## config.mk

```make
export PLATFORM = sky130hd
export DESIGN_NAME = gakf_alu
export DESIGN_NICKNAME = d
export VERILOG_FILES = /design/src/rtl/core/assert_macros.svh /design/src/rtl/core/gakf_pkg.sv /design/src/rtl/core/gakf_alu.sv
export SDC_FILE = /design/constraint.sdc
export NUM_CORES = 2
export LEC_CHECK = 0
export BUFFER_PORTS_ARGS = -buffer_cell sky130_fd_sc_hd__buf_2
export CORE_MARGIN = 2
export CORE_UTILIZATION = 58
export CTS_CLUSTER_DIAMETER = 80
export DETAILED_ROUTE_END_ITERATION = 10
export PLACE_DENSITY = 0.8
export SYNTH_ARGS = -nofsm -noshare
export SYNTH_HDL_FRONTEND = slang
export SYNTH_SLANG_ARGS = --single-unit
```

## constraint.sdc

```tcl
create_clock -name clk -period 11.9 [get_ports clk]
set_clock_uncertainty 0.05 [all_clocks]
set_input_delay 0.595 -clock clk [delete_from_list [all_inputs] [get_ports clk]]
set_output_delay 0.595 -clock clk [all_outputs]
set_load 0.1 [all_outputs]
```

## src/rtl/core/assert_macros.svh

```systemverilog
// Assertion helpers shared by the RTL
`ifndef ASSERT_MACROS_SVH
`define ASSERT_MACROS_SVH

// Implication checked on every clock edge outside reset
`define ASSERT_IMPL(label, clk, rst, ante, cons, msg) \
  label: assert property (@(posedge clk) disable iff (rst) (ante) |-> (cons)) \
    else $error(msg);

// Next-cycle implication checked outside reset
`define ASSERT_NEXT(label, clk, rst, ante, cons, msg) \
  label: assert property (@(posedge clk) disable iff (rst) (ante) |=> (cons)) \
    else $error(msg);

`endif

```

## src/rtl/core/gakf_pkg.sv

```systemverilog
package gakf_pkg;

  localparam int FRAC_BITS_DEF = 16;
  localparam int DATA_W = 32;
  localparam int REG_W = 24;
  localparam int DT_W = 20;
  localparam int CFG_IDX_W = 2;

  localparam logic [REG_W-1:0] Q_ANGLE_RST = 24'd655;
  localparam logic [REG_W-1:0] Q_BIAS_RST = 24'd2621;
  localparam logic [REG_W-1:0] R_MEAS_RST = 24'd19661;

  // register indexes
  localparam logic [CFG_IDX_W-1:0] REG_Q_ANGLE = 2'd0;
  localparam logic [CFG_IDX_W-1:0] REG_Q_BIAS = 2'd1;
  localparam logic [CFG_IDX_W-1:0] REG_R_MEAS = 2'd2;

  // shared ALU operations
  typedef enum logic [1:0] {
    OP_ADD,
    OP_SUB,
    OP_MUL
  } alu_op_t;

  localparam logic signed [DATA_W-1:0] MAX32 = 32'sh7fffffff;
  localparam logic signed [DATA_W-1:0] MIN32 = 32'sh80000000;

  // saturate a 66-bit signed value to 32 bits
  function automatic logic signed [DATA_W-1:0] sat66(input logic signed [65:0] v);
    if (v > 66'sh0_7fff_ffff) begin
      return MAX32;
    end else if (v < -66'sh0_8000_0000) begin
      return MIN32;
    end else begin
      return v[DATA_W-1:0];
    end
  endfunction

endpackage

```

## src/rtl/core/gakf_alu.sv

```systemverilog
// Shared saturating add / subtract / fixed-point multiply, result registered
module gakf_alu #(
  parameter int FRAC_BITS = gakf_pkg::FRAC_BITS_DEF
) (
  input  logic                                   clk,
  input  gakf_pkg::alu_op_t                      op,
  input  logic signed [gakf_pkg::DATA_W-1:0]     a,
  input  logic signed [gakf_pkg::DATA_W-1:0]     b,
  output logic signed [gakf_pkg::DATA_W-1:0]     res
);

  logic signed [63:0] prod;
  logic signed [65:0] rnd;
  logic signed [65:0] sum;
  logic signed [gakf_pkg::DATA_W-1:0] res_next;

  always_comb begin
    prod = 64'(a) * 64'(b);
    rnd = (66'(prod) + (66'sd1 <<< (FRAC_BITS - 1))) >>> FRAC_BITS;
    sum = '0;
    unique case (op)
      gakf_pkg::OP_ADD: sum = 66'(a) + 66'(b);
      gakf_pkg::OP_SUB: sum = 66'(a) - 66'(b);
      gakf_pkg::OP_MUL: sum = rnd;
      default:          sum = '0;
    endcase
    res_next = gakf_pkg::sat66(sum);
  end

  always_ff @(posedge clk) begin
    res <= res_next;
  end

endmodule

```

==> summary.txt <==
Worst hold path
  – Worst Hold Class: input port to register
  – HP Start: op[1]
  – Hold path depth: 4
  – Worst Hold Path EP: res[1]$_SDFF_PN1_

Clock tree
  – CTS Sinks: 32
  – Worst-path clk slew: ~0.050 ns
  – Root buf cell: clkbuf_16
  – CTS tree: done
  – H-tree depth: 2
  – Post_cts resized: 0
  – Hold_buf cts: 0
  – Bufs on Longest Clock Path: 2
  – Post-CTS Setup Inserts: 0
  – CTS buffer count: 5

STA
  – Count of pins over their slew limit: 0
  – Max-slew headroom: ~28%
  – Endpoints failing setup: 0
  – Worst slew pin tran: roughly 1.1 ns
  – Final worst path period need: 10.39 ns
  – Fin. Hold Viols: 0
  – Fmax: just under 100 MHz
  – Final period util: 87.3%
  – TNS Setup: 0 ns
  – Unrepaired setup endpoints after global routing: no

Synth
  – Yosys Warn Count: 0
  – Post-synth cell types: 79
  – Top cells by area, synth: fa_1 (53%), inv_1 (9.4%), and2_1 (7.4%)
  – Mapped Nets: 5993
  – Mapped Cells: ~4600
  – Biggest area consumer among synthesized cells: fa_1
  – Flops & latches, synth: 32
  – Seq/Total Area, Yosys: under 10%
  – Area of the mapped netlist: 41200 um2
  – Synth Area per Inst: 8.96 um2
  – Post-synth ARST share: 0%
  – Post-synth top area share: 53.1%
  – Primary FF master, synth: dfxtp_1
  – Post-synth EDFFs: 0

Detailed routing
  – Drt first pass iters: 7
  – DR vias: between 30000 and 40000
  – # DRC: 0
  – Post-route ant nets: 0
  – 1st-iter DRT viols: 2897
  – WL final: 123000 um
  – Post-DR vias/cell: 5.95
  – Drt wl/cell: 22.8 um

Placed design
  – Final HPWL DP: 101000 um
  – Gpl congestion: between 1 and 1.5
  – Count of buffers from port buffering: 98

Final layout
  – Biggest regs: res (32)
  – Area growth from synthesis to layout: 2.46%
  – Layout net count: 5870
  – Commonest non-fill, non-tap cells in the layout: fa_1 (1092), inv_1 (1030), nand2_1 (546)
  – Layout cells sized above 1: 3.51%
  – Biggest register: res
  – Max reg flops: 32
  – Commonest non-fill, non-tap cell in the layout: fa_1

Floorplan
  – Die height: 270 um
  – Die width: 270 um
  – Starting Density: 58.7%
  – Core area: ~70000 um2
  – Die area: roughly 73000 um2
  – I/O Pins: between 90 and 100
  – Num rows: 97

Global routing
  – Largest net degree at the start of global routing: 43
  – Global route total overflow: 0
  – First-pass GRT wire length: approximately 200000 um
  – Initial antenna violation count: 7
  – Vias in the first global route: 35600
  – Gr usage total: 35.0%

Worst setup path
  – Arrival time worst endpoint: 10.53 ns
  – CP Class: input port to register
  – Worst-path maximum fanout: 31
  – Slowest-stage cell, CP: fa_1
  – CP peak stage delay: 1.00 ns
  – Crit end category: register
  – CP most frequent cell: fa_1
  – Startpoint Class: input port
  – Req. time, crit path: 12.04 ns

Status
  – Status: complete, no violations

Job
  – Max-cap viol count: 0
[kinds of logic (layout without fill, tap and decap cells)]
logic type	after synthesis	count (layout)	share of synthesized area [%]
adder cells (fa/ha/maj)	1335	1335	60.5
other	0	4	0
AO/OA/AOI/OAI	484	484	7.66
buffers and inverters	1280	1158	11.8
flip-flops	32	32	1.56
AND/OR/NAND/NOR	1370	1370	16.5
multiplexers	9	9	0.225
XOR/XNOR	81	81	1.72
[worst max-delay path by stage]
stage | slack (ns) | start | endpoint | cells past startpoint
4_1_cts | 1.65 | a[31] | res[27]$_SDFF_PN1_ | 29
5_1_grt | 0.87 | a[31] | res[27]$_SDFF_PN1_ | 29
3_3_place_gp | 1.68 | a[31] | res[6]$_SDFF_PN1_ | 29
6_report | 1.51 | a[31] | res[27]$_SDFF_PN1_ | 29
2_1_floorplan | 2.57 | a[31] | res[17]$_SDFF_PN1_ | 30
3_5_place_dp | 1.42 | a[31] | res[25]$_SDFF_PN1_ | 29
[per-stage QoR]
stage               util, %  instance area, um2  hold WS [ns]  cells  setup slack [ns]
floorplan                 -               41200         0.887   4591              2.57
global placement       59.9               42000          1.09   5401              1.68
detailed placement     59.9               42000          1.10   5401              1.42
CTS                    60.1               42200         0.981   5409              1.65
global route           60.1               42200          1.02   5412             0.872
finish                 60.1               42200          1.00   5413              1.51
[critical path, delay by kind of cell]
kind,cells,cell delay [ns]
AOI/OAI and AO/OA,7,1.82
adders and majority gates,9,5.08
buffers and inverters,9,2.07
and+or+nand+nor,4,0.92
[cells in the mapped netlist (all sizes together) (20+ instances only)]
cell type,instances
a21oi,152
xor2,28
nor3,29
and2,487
o31ai,45
nand2,546
fa,1092
a211oi,20
nand3,27
inv,1030
a22oi,26
nor2,157
xnor2,53
o21bai,21
dfxtp,32
ha,243
a21o,20
nand4,29
o21ai,98
clkbuf,230
[final cells by class]
cell class / count / area, um2
clock buffers: 5 / 125
clock inverters: 3 / 23.8
multi-input cells: 3279 / 35700
repair buffers: 119 / 648
flip-flops and latches: 32 / 641
well taps: 940 / 1180
diodes: 4 / 10.0
inverters: 1031 / 3870
fillers: 6022 / 28000
[per-layer routing]
metal	track usage, %	part of all wire [%]	up-vias
li1	-	-	13500
met1	43.8	36	16600
met2	57.6	48	1659
met3	6.85	9.1	437
met4	18.6	6.5	4
met5	0	0.019	-
Power is not shown: default switching activity piles up to over one toggle a cycle in this logic, so the estimate is an artifact.
