===== config.mk =====
export PLATFORM = sky130hd
export DESIGN_NAME = gakf_div
export DESIGN_NICKNAME = d
export VERILOG_FILES = /design/src/rtl/core/gakf_pkg.sv /design/src/rtl/core/gakf_div.sv
export VERILOG_INCLUDE_DIRS = /design/src /design/src/rtl/core
export SDC_FILE = /design/constraint.sdc
export NUM_CORES = 1
export LEC_CHECK = 0
export ABC_AREA = 1
export BUFFER_PORTS_ARGS = -buffer_cell sky130_fd_sc_hd__buf_4
export CORE_ASPECT_RATIO = 1.5
export CORE_UTILIZATION = 30
export CTS_BUF_LIST = sky130_fd_sc_hd__clkbuf_4
export CTS_CLUSTER_DIAMETER = 50
export DETAILED_ROUTE_END_ITERATION = 10
export PLACE_DENSITY = 0.56
export SYNTH_ARGS = -nofsm -noshare
export SYNTH_HDL_FRONTEND = slang
export SYNTH_SLANG_ARGS = --single-unit

===== constraint.sdc =====
create_clock -name clk -period 15 [get_ports clk]
set_input_delay 0.75 -clock clk [delete_from_list [all_inputs] [get_ports clk]]
set_output_delay 0.75 -clock clk [all_outputs]
set_load 0.005 [all_outputs]

===== src/rtl/core/assert_macros.svh =====
// Assertion helpers shared by the RTL
`ifndef ASSERT_MACROS_SVH
`define ASSERT_MACROS_SVH

// Implication checked on every clock edge outside reset
`define ASSERT_IMPL(label, clk, rst, ante, cons, msg) \
  label: assert property (@(posedge clk) disable iff (rst) (ante) |-> (cons)) \
    else $error(msg);

// Next-cycle implication checked outside reset
`define ASSERT_NEXT(label, clk, rst, ante, cons, msg) \
  label: assert property (@(posedge clk) disable iff (rst) (ante) |=> (cons)) \
    else $error(msg);

`endif


===== src/rtl/core/gakf_pkg.sv =====
package gakf_pkg;

  localparam int FRAC_BITS_DEF = 16;
  localparam int DATA_W = 32;
  localparam int REG_W = 24;
  localparam int DT_W = 20;
  localparam int CFG_IDX_W = 2;

  localparam logic [REG_W-1:0] Q_ANGLE_RST = 24'd655;
  localparam logic [REG_W-1:0] Q_BIAS_RST = 24'd2621;
  localparam logic [REG_W-1:0] R_MEAS_RST = 24'd19661;

  // register indexes
  localparam logic [CFG_IDX_W-1:0] REG_Q_ANGLE = 2'd0;
  localparam logic [CFG_IDX_W-1:0] REG_Q_BIAS = 2'd1;
  localparam logic [CFG_IDX_W-1:0] REG_R_MEAS = 2'd2;

  // shared ALU operations
  typedef enum logic [1:0] {
    OP_ADD,
    OP_SUB,
    OP_MUL
  } alu_op_t;

  localparam logic signed [DATA_W-1:0] MAX32 = 32'sh7fffffff;
  localparam logic signed [DATA_W-1:0] MIN32 = 32'sh80000000;

  // saturate a 66-bit signed value to 32 bits
  function automatic logic signed [DATA_W-1:0] sat66(input logic signed [65:0] v);
    if (v > 66'sh0_7fff_ffff) begin
      return MAX32;
    end else if (v < -66'sh0_8000_0000) begin
      return MIN32;
    end else begin
      return v[DATA_W-1:0];
    end
  endfunction

endpackage


===== src/rtl/core/gakf_div.sv =====
// Restoring divider: (num << FRAC_BITS) / den, signed, truncated, saturated.
// One quotient bit per cycle.
module gakf_div #(
  parameter int FRAC_BITS = gakf_pkg::FRAC_BITS_DEF
) (
  input  logic                                   clk,
  input  logic                                   rst,
  input  logic                                   start,
  input  logic signed [gakf_pkg::DATA_W-1:0]     num,
  input  logic signed [gakf_pkg::DATA_W-1:0]     den,
  output logic                                   done,
  output logic signed [gakf_pkg::DATA_W-1:0]     quo
);

  localparam int NW = gakf_pkg::DATA_W + FRAC_BITS;
  localparam int CW = $clog2(NW + 1);

  logic [NW-1:0] dividend;
  logic [NW-1:0] q;
  logic [gakf_pkg::DATA_W:0] rem;
  logic [gakf_pkg::DATA_W-1:0] dmag;
  logic neg;
  logic zero;
  logic busy;
  logic [CW-1:0] cnt;
  logic [gakf_pkg::DATA_W+1:0] trial;
  logic signed [NW+1:0] sq;

  assign trial = {rem, dividend[NW-1]} - {2'b00, dmag};

  always_comb begin
    sq = neg ? -$signed({2'b00, q}) : $signed({2'b00, q});
    if (zero) begin
      quo = '0;
    end else if (sq > $signed((NW+2)'(gakf_pkg::MAX32))) begin
      quo = gakf_pkg::MAX32;
    end else if (sq < $signed((NW+2)'(gakf_pkg::MIN32))) begin
      quo = gakf_pkg::MIN32;
    end else begin
      quo = sq[gakf_pkg::DATA_W-1:0];
    end
  end

  always_ff @(posedge clk) begin
    if (rst) begin
      busy <= 1'b0;
      done <= 1'b0;
    end else begin
      // pulse on the last quotient bit
      done <= busy && !start && (cnt == CW'(1));
      if (start) begin
        busy <= 1'b1;
        cnt <= CW'(NW);
        neg <= num[gakf_pkg::DATA_W-1] ^ den[gakf_pkg::DATA_W-1];
        zero <= (den == '0);
        dividend <= {(num[gakf_pkg::DATA_W-1] ? gakf_pkg::DATA_W'(-num) : num),
                     FRAC_BITS'(0)};
        dmag <= den[gakf_pkg::DATA_W-1] ? gakf_pkg::DATA_W'(-den) : den;
        rem <= '0;
        q <= '0;
      end else if (busy) begin
        if (!trial[gakf_pkg::DATA_W+1]) begin
          rem <= trial[gakf_pkg::DATA_W:0];
          q <= {q[NW-2:0], 1'b1};
        end else begin
          rem <= {rem[gakf_pkg::DATA_W-1:0], dividend[NW-1]};
          q <= {q[NW-2:0], 1'b0};
        end
        dividend <= {dividend[NW-2:0], 1'b0};
        cnt <= cnt - 1'b1;
        if (cnt == CW'(1)) begin
          busy <= 1'b0;
        end
      end
    end
  end

  `include "assert_macros.svh"
  `ASSERT_NEXT(a_div_busy, clk, rst, start, busy, "divider did not start")
  `ASSERT_IMPL(a_div_no_overlap, clk, rst, done, !busy, "done while busy")
  `ASSERT_IMPL(a_div_cnt, clk, rst, busy && !start, cnt != '0, "divider count ran out")

endmodule


==> Implementation_results.wiki <==
{| class="wikitable"
! Metric !! Value
|-
| Setup WS post-layout || 10.17 ns
|-
| M1 WL || 13500 um
|-
| Count of unique library cells instantiated by Yosys || 50
|-
| Critical Path RT || between 10 and 15 ns
|-
| Worst hold path stage count || 1
|-
| Post-CTS Setup Repair Bufs || 0
|-
| Post-synthesis instance area || 11900 um^2
|-
| Total CTS buffers || 17
|-
| Mean number of vias per cell || approximately 4.8
|-
| Result of the run || finished clean
|-
| Crit path launch type || flop
|-
| Horiz. Die Dim || 164.6 um
|-
| Crit Reg-Reg Startpoint || rem[1]$_SDFFCE_PP0P_
|-
| Leakage power total || 0.005881 uW
|-
| Post-detailed-placement half-perimeter wirelength || between 20000 and 30000 um
|-
| Routed via count || between 10000 and 15000
|-
| Number of rows created at floorplan || around 90
|-
| CTS tree || built
|-
| Worst slack after detailed placement || about 11 ns
|-
| Y dimension of the die || around 250 um
|-
| Post-route clock period utilization || between 30% and 40%
|-
| Actual transition at the worst max-transition pin || between 0.9 and 1 ns
|-
| Final WL || about 33000 um
|-
| Most frequent cells after synthesis || 407 x sky130_fd_sc_hd__nand2_1, 302 x sky130_fd_sc_hd__nor2_1, 194 x sky130_fd_sc_hd__inv_1, 153 x sky130_fd_sc_hd__edfxtp_1, 103 x sky130_fd_sc_hd__o21ai_0
|-
| Tightest slew margin relative to the limit || around a third
|-
| Post-synthesis async set-or-reset flop share || 0%
|-
| Worst hold-check path type || in2reg
|-
| Cells on worst reg2reg path || 16
|-
| Amount of wire on met3 after detailed routing || around 1100 um
|-
| CP max stage cell || sky130_fd_sc_hd__buf_4
|-
| Initial Util || between 30 and 40%
|-
| CP arrival || 4.08 ns
|-
| Post-cts hold buffer count || 0
|-
| CTS max path bufs || 2
|-
| Launch instance of the worst min-delay path || den[0]
|-
| Met2 WL post-DR || between 15000 and 20000 um
|-
| # Max-Cap Violations || 0
|-
| Type of the worst setup path || reg2out
|-
| Number of DRC violations after detailed-routing iteration 0 || ~580
|-
| Total DRC errors in the routed layout || 0
|-
| Post-detailed-route wirelength per cell || between 10 and 15 um
|-
| Clock skew || 0.03877 ns
|-
| Cell type with the highest occurrence count on the critical path || sky130_fd_sc_hd__nand2_1
|-
| Number of setup violations in the final report || 0
|-
| Warning count from the yosys run || 0
|-
| Fraction of final layout cells sized beyond drive strength 1 || between 10 and 15%
|-
| Worst hold path endpoint || dmag[0]$_DFFE_PP_
|-
| Internal reg-to-reg setup slack || ~11 ns
|-
| Area contributors post-synth || sky130_fd_sc_hd__edfxtp_1 39%, sky130_fd_sc_hd__nand2_1 13%, sky130_fd_sc_hd__nor2_1 9.5%, sky130_fd_sc_hd__inv_1 6.1%, sky130_fd_sc_hd__xor2_1 4.6%
|-
| Post-route cell area || between 10000 and 15000 um^2
|-
| Most numerous cell in the Yosys netlist || sky130_fd_sc_hd__nand2_1
|-
| Biggest cell delay along the critical path || ~0.6 ns
|-
| Residual antenna-violating net count after detailed routing || 0
|-
| Post-synth top area share || between 30% and 40%
|-
| Drt first pass iters || 8
|-
| Worst hold slack || about 0.36 ns
|-
| Worst flop-to-flop path endpoint || rem[26]$_SDFFCE_PP0P_
|-
| Critical Path End Type || primary output
|-
| Clock-pin slew on the worst setup and hold paths || approximately 0.13 ns
|-
| CTS-repair resized insts || 0
|-
| Area of placed instances || between 10000 and 15000 um^2
|-
| Sequential area share after synthesis || between 30% and 40%
|-
| Number of endpoints with negative hold slack in the final report || 0
|-
| Count of buffers from port buffering || slightly below 100
|-
| Clk_lat worst skew || 0.61 ns
|-
| Clock root buffer || sky130_fd_sc_hd__clkbuf_4
|-
| Top routing layer in use || met4
|-
| Die ar. || 40480 um^2
|-
| Leading register cell type out of synthesis || sky130_fd_sc_hd__edfxtp_1
|-
| Final-layout setup total negative slack || 0 ns
|-
| Floorplan Core Area || ~39000 um^2
|-
| Routability-driven placement congestion ratio || roughly 1
|-
| Worst vdd rail ir drop || 0.03565 mV
|-
| Number of flops mapped to enable cells by yosys || approximately 150
|-
| Largest net degree at the start of global routing || between 90 and 100
|-
| Nets@finish || around 1800
|-
| Layout area overhead || 12.04%
|-
| Number of global-route vias before repair || between 10000 and 15000
|-
| Final critical-path required period || ~4.8 ns
|-
| Total number of clock tree sinks || between 150 and 200
|-
| Setup repair after global routing missed its margin || no
|-
| Total routing usage reported by global routing || 16.82%
|-
| Avg Synthesized Cell Area || roughly 7.2 um^2
|-
| H-tree levels || 4
|-
| Final max-slew violation count || 0
|-
| Wire length of the first global-routing pass || between 50000 and 60000 um
|-
| Total power consumption of the routed design || 1145 uW
|-
| Pwr per Cell Area || 85.88 nW/um^2
|-
| Cell count after synthesis || 1647
|-
| Cell accounting for the most synthesized area || sky130_fd_sc_hd__edfxtp_1
|-
| Overflow left after global routing || 0
|-
| Synthesized Nets || approximately 1800
|-
| Achievable clock frequency || 206.8 MHz
|-
| Highest fanout seen on the critical path || between 70 and 80
|-
| Initial antenna violation count || 1
|-
| Worst path cell trace || buf_4, inv_1, nor2_1, nand2_1, nand2_1, nand2_1, nor2_1, nand3_1, nor2_1, nand3_1, nand2_1, nand3_2, a21oi_1, buf_4
|-
| Boundary pin count || 100
|-
| Number of synthesized register bits || between 150 and 200
|}
[stage by stage]
step | cells | utilization [%]
after CTS | 2235 | 34.00
after global routing | 2237 | 34.01
final | 2237 | 34.01
after floorplan | 1647 | -
after detailed placement | 2203 | 33.32
after global placement | 2203 | 33.32
[layout by cell type, fill, tap and decap left out, types with 3 or more instances in the layout]
cell                       instances
sky130_fd_sc_hd__clkinv_1          7
sky130_fd_sc_hd__a21oi_1          62
sky130_fd_sc_hd__a21o_1            4
sky130_fd_sc_hd__nand2_1         407
sky130_fd_sc_hd__nor3_1           19
sky130_fd_sc_hd__ha_1             37
sky130_fd_sc_hd__nor2_2           11
sky130_fd_sc_hd__nor4_1            4
sky130_fd_sc_hd__xor2_1           63
sky130_fd_sc_hd__o21bai_1          3
sky130_fd_sc_hd__edfxtp_1        153
sky130_fd_sc_hd__clkbuf_4         22
sky130_fd_sc_hd__nand2_2          14
sky130_fd_sc_hd__nand3b_1          4
sky130_fd_sc_hd__a21oi_2          16
sky130_fd_sc_hd__a31oi_1          14
sky130_fd_sc_hd__and3_1            4
sky130_fd_sc_hd__xnor2_1          25
sky130_fd_sc_hd__or2_2             4
sky130_fd_sc_hd__nor2_4            4
sky130_fd_sc_hd__buf_4           104
sky130_fd_sc_hd__o21ai_0         103
sky130_fd_sc_hd__nand4_1          17
sky130_fd_sc_hd__o21a_1            4
sky130_fd_sc_hd__nand3_1         101
sky130_fd_sc_hd__nor2_1          301
sky130_fd_sc_hd__o21ai_1           5
sky130_fd_sc_hd__inv_1           193
[flip-flops by register name, summed over array words and instances, names as in the netlist]
name	flops
q	48
rem	33
dividend	32
dmag	32
cnt	6
busy	1
done	1
neg	1
zero	1
[cells by family after synthesis]
logic type | Yosys count | share of synthesized area (%)
AO/OA/AOI/OAI | 224 | 10.71
buffers and inverters | 245 | 8.455
flip-flops | 155 | 38.95
AND/OR/NAND/NOR | 897 | 31.35
XOR/XNOR | 88 | 6.478
adder cells (fa/ha/maj) | 38 | 4.059
[routing by layer]
metal / global-route usage (%) / up-vias
met5: 0 / -
met4: 8.338 / 0
met3: 1.956 / 68
met2: 31.35 / 238
met1: 18.44 / 4888
li1: - / 5509
[how the worst max path moves through the flow]
stage / startpoint / to / slack [ns] / depth (start not counted)
4_1_cts: neg$_DFFE_PP_ / quo[27] / 10.10 / 14
3_5_place_dp: neg$_DFFE_PP_ / quo[27] / 10.83 / 14
2_1_floorplan: start / cnt[0]$_SDFFCE_PP0P_ / 7.47 / 4
5_1_grt: neg$_DFFE_PP_ / quo[27] / 9.80 / 14
6_report: neg$_DFFE_PP_ / quo[21] / 10.17 / 14
3_3_place_gp: neg$_DFFE_PP_ / quo[12] / 10.94 / 14
[critical path, delay by kind of cell, from the launching register on]
kind            cells  cell delay [ns]
simple gates       10             1.63
flops               1             0.35
compound gates      1             0.38
buf+inv             3             1.07
[where the power goes]
group,switching (uW),internal (uW)
registers,18.6,520
clock network,153,106
logic,226,121
total,397,748
[layout make-up]
class / count / area (um^2)
Inverter: 197 / 742.0
Tap cell: 500 / 625.6
Sequential cell: 155 / 4634
Fill cell: 4277 / 25870
Multi-Input combinational cell: 1247 / 6276
Clock inverter: 10 / 101.3
Antenna cell: 2 / 5.005
Clock buffer: 22 / 165.2
Timing Repair Buffer: 104 / 780.7
(Power assumes the default switching activity.)
